**src/hdl/pma_div.sv**
```systemverilog
// Pipelined restoring divider: one quotient bit per register stage, side data alongside.
// Uses no package; the quotient must be known to fit in QW bits.
`default_nettype none

module pma_div #(
	parameter int NW = 33,
	parameter int DW = 17,
	parameter int QW = 32,
	parameter int SW = 1
) (
	input  wire logic          clk,
	input  wire logic [NW-1:0] num,
	input  wire logic [DW-1:0] den,
	input  wire logic [SW-1:0] side,
	output logic      [QW-1:0] quo,
	output logic      [SW-1:0] side_out
);

	logic [DW-1:0] rem_s  [QW];
	logic [NW-1:0] num_s  [QW];
	logic [QW-1:0] quo_s  [QW];
	logic [DW-1:0] den_s  [QW];
	logic [SW-1:0] side_s [QW];

	logic [DW-1:0] rem_in  [QW];
	logic [NW-1:0] num_in  [QW];
	logic [QW-1:0] quo_in  [QW];
	logic [DW-1:0] den_in  [QW];
	logic [SW-1:0] side_in [QW];

	for (genvar k = 0; k < QW; k++) begin : g_stage
		logic [DW:0] rs;
		logic        ge;

		if (k == 0) begin : g_first
			assign rem_in[k]  = DW'(num[NW-1:QW]);
			assign num_in[k]  = num;
			assign quo_in[k]  = '0;
			assign den_in[k]  = den;
			assign side_in[k] = side;
		end else begin : g_next
			assign rem_in[k]  = rem_s[k-1];
			assign num_in[k]  = num_s[k-1];
			assign quo_in[k]  = quo_s[k-1];
			assign den_in[k]  = den_s[k-1];
			assign side_in[k] = side_s[k-1];
		end

		assign rs = {rem_in[k], num_in[k][QW-1-k]};
		assign ge = rs >= {1'b0, den_in[k]};

		always_ff @(posedge clk) begin
			rem_s[k]  <= ge ? DW'(rs - {1'b0, den_in[k]}) : DW'(rs);
			num_s[k]  <= num_in[k];
			quo_s[k]  <= quo_in[k] | (QW'(ge) << (QW - 1 - k));
			den_s[k]  <= den_in[k];
			side_s[k] <= side_in[k];
		end
	end

	assign quo      = quo_s[QW-1];
	assign side_out = side_s[QW-1];

endmodule

`default_nettype wire

```
**config.mk**
```make
export PLATFORM = sky130hd
export DESIGN_NAME = pma_div
export DESIGN_NICKNAME = d
export VERILOG_FILES = /design/src/hdl/pma_div.sv
export SDC_FILE = /design/constraint.sdc
export NUM_CORES = 2
export LEC_CHECK = 0
export BUFFER_PORTS_ARGS = -buffer_cell sky130_fd_sc_hd__buf_4
export CAP_MARGIN = 20
export CORE_ASPECT_RATIO = 0.8
export CORE_MARGIN = 2
export CORE_UTILIZATION = 60
export CTS_CLUSTER_SIZE = 24
export DETAILED_ROUTE_END_ITERATION = 16
export MAX_ROUTING_LAYER = met4
export PLACE_DENSITY = 0.81
export SLEW_MARGIN = 20
export SYNTH_ARGS = -nofsm -noshare
export SYNTH_HDL_FRONTEND = slang
export SYNTH_SLANG_ARGS = --single-unit
```
**constraint.sdc**
```tcl
create_clock -name clk -period 5.37 [get_ports clk]
set_input_delay 0.537 -clock clk [delete_from_list [all_inputs] [get_ports clk]]
set_output_delay 0.537 -clock clk [all_outputs]
set_load 0.01 [all_outputs]
```
==> flow_summary.toml <==
[power_and_ir_drop]
power.total_uw = 49200
leakagePower_uw = 0.0381
max-vdd-ir-drop_uv = 396
powerDensity_nw_per_um2 = 584

[synth]
synth_top_flop_cell = "dfxtp_1"
ys_seq_area_share_pct = 56.5
postSynthRegisterBits = 2110
syn_inst = 6947
syn_avg_cell_area_um2 = 10.8
netlist_area_um2 = 74700
syn_nets = 7559
synth_edf_count = 0
synth_cell_types = 96
yosys_warnings = 0
ys_async_sr_fraction_pct = 0

[critical_path]
crit_path_start_kind = "flop"
worstPathRequired_ps = 6060
cp.arrival_ps = 4370
reg2reg_slack_ps = 1690
crit_slowest_cell = "nor4_4"
cp_common_cell = "inv_1"
cp-end-kind = "flop"
worstSetupPathType = "reg -> reg"
r2r_end = "rem_s[6][1]$_DFF_P_"
critPathMaxFanout = 20
r2r_start = "num_s[2][238]$_DFF_P_"
cpPeakStageDelay_ps = 910
reg2reg_depth = 10
path_cells = "inv_1, ha_1, inv_1, fa_1, a211oi_1, o21ai_0, a21oi_1, a2111oi_0, nor4_4, mux2_2"

[routing]
drcViolationCount = 0
vias = 48600
viasPerCell = 5.42
wirelength_um = 143000
drt-pass1-iter-count = 5
ant_nets = 0
wire_per_inst_um = 15.9
drtIter0Drc = 4052

[final_layout]
multi_input_area_um2 = 29500
layout_commonest_cell = "dfxtp_1"
fin_cells = 8965
drive_above_1_share_pct = 9.50
mostFrequentLayoutCells = "dfxtp_1, inv_1, ha_1, o21ai_0, nand2_1"
syn2layout_area_growth_pct = 12.8
diodes = 0
fin_nets = 7786
fillers = 8964
regArea_um2 = 42200

[floorplan]
die_h_um = 320
start_util_pct = 60.6
fp.coreArea_um2 = 123000
io_pins = 85
die_area_um2 = 127000
die_w_um = 399
rows = 115

[global_route]
grt_start_max_net_pins = 36
antenna_found_initial = 1
overflow = 0
grt_pass1_vias = 46800
grt_pass1_wl_um = 235000
track_usage_pct = 22.9

[hold_path]
hold_path_startpoint = "num_s[0][250]$_DFF_P_"
min_path_cells = 0
min_delay_worst_endpoint = "num_s[1][19]$_DFF_P_"
hp-class = "reg -> reg"

[placed_design]
dp_hpwl_um = 102000
dp.cells = 8573
numPortBuffers = 84
gp_congestion = 0.939

[clock_tree]
insertion_delay_ps = 800
htree_levels = 4
path_clk_slew_ps = 70
cts_sinks = 2110
cts_tree = "yes"
clock_path_buffers = 3
cts_setup_buffers = 0
cts_buffers = 186
cts_root_buf = "clkbuf_16"

[sta]
setup_viol = 0
relSlewSlack_pct = 28.0
fmax_mhz = 272
finalMaxSlewViolations = 0
finalHoldViolCount = 0
rsz0062_at_grt = "false"
min_period_over_period_pct = 68.5
tightest_slew_ps = 1070
tns_ps = 0
fin_crit_ps = 3680
hold_ws_ps = 317
finClkSkew_ps = 18.0

[status]
status = "complete, no violations"

[run]
maxCapViolations = 0
[cell usage after synthesis (69+ instances only)]
master / count / share of area, %
nand2_1: 427 / 2.1
mux2_2: 201 / 3.0
xnor2_1: 221 / 2.6
a211oi_1: 70 / 0.70
clkbuf_1: 72 / 0.36
o21a_1: 81 / 0.81
nor3_1: 112 / 0.75
o21ai_0: 495 / 3.3
nand3_1: 84 / 0.56
inv_1: 680 / 3.4
a21oi_1: 342 / 2.3
nand4_1: 69 / 0.58
ha_1: 529 / 8.9
xor2_1: 145 / 1.7
nor2_1: 321 / 1.6
a21o_1: 168 / 1.7
dfxtp_1: 2110 / 57
[cell type report]
type	count	area share, %
Sequential cell	2110	50.1
Multi-Input combinational cell	4052	35.0
Clock buffer	238	6.15
Inverter	680	3.03
Tap cell	1638	2.43
Clock inverter	103	1.81
Timing Repair Buffer	144	1.43
[critical path, delay by kind of cell, from the launching register on]
kind | cells | cell delay, ps
buffers and inverters | 2 | 110
muxes | 1 | 420
AOI/OAI and AO/OA | 4 | 1250
and+or+nand+nor | 1 | 910
DFF | 1 | 310
adders and majority gates | 2 | 570
[worst max path at each step]
| stage | start | to | cells after the start |
|---|---|---|---|
| final | num_s[2][238]$_DFF_P_ | rem_s[6][1]$_DFF_P_ | 10 |
| after global routing | num_s[2][238]$_DFF_P_ | rem_s[6][14]$_DFF_P_ | 11 |
| after CTS | num_s[2][238]$_DFF_P_ | rem_s[6][1]$_DFF_P_ | 10 |
| after detailed placement | num_s[2][238]$_DFF_P_ | rem_s[6][1]$_DFF_P_ | 10 |
| after global placement | num_s[3][166]$_DFF_P_ | rem_s[7][49]$_DFF_P_ | 11 |
| after floorplan | num_s[1][214]$_DFF_P_ | rem_s[3][60]$_DFF_P_ | 12 |
[routing by layer]
metal  vias to the layer above  part of all wire, %  GRT usage (%)
li1                      24300                    -              -
met1                     22700                   50           33.1
met2                      1311                   42           32.7
met3                       276                  6.3           4.33
met4                         0                  2.2           6.52
met5                         -                    0              -
[state kept, by name (all words and copies together), names as in the netlist]
name    count
den_s     527
num_s     496
side_s     32
rem_s     527
quo_s     528
[through the flow]
step                      cell area, µm²  util (%)  worst slack, ps
after floorplan                    74700         -             2500
after global placement             77000      62.5             1990
after detailed placement           77000      62.5             1800
after CTS                          84200      68.3             1710
after global routing               84300      68.4             1430
final                              84300      68.4             1690
[cell families (layout without fill, tap and decap cells)]
family / Yosys count / count (layout) / synth area share, %
muxes: 236 / 236 / 3.57
DFF: 2110 / 2110 / 56.5
AOI/OAI and AO/OA: 1575 / 1575 / 13.6
xor gates and xnor gates: 366 / 366 / 4.29
adders and majority gates: 560 / 560 / 9.69
and+or+nand+nor: 1315 / 1315 / 8.28
buffers and inverters: 785 / 1165 / 4.06
[power breakdown]
| part | switching [µW] | internal [µW] | leakage, µW |
|---|---|---|---|
| registers | 1380 | 18500 | 0.0176 |
| clock network | 5810 | 8420 | 0.00326 |
| logic | 8440 | 6670 | 0.0172 |
| total | 15600 | 33600 | 0.0381 |
[repair_timing]
item                      in CTS  in global routing
hold endpoints to repair      51                  0
resized for setup              0                  0
hold buffers                  51                  0
Note: power is estimated with default switching activity, not from simulation.
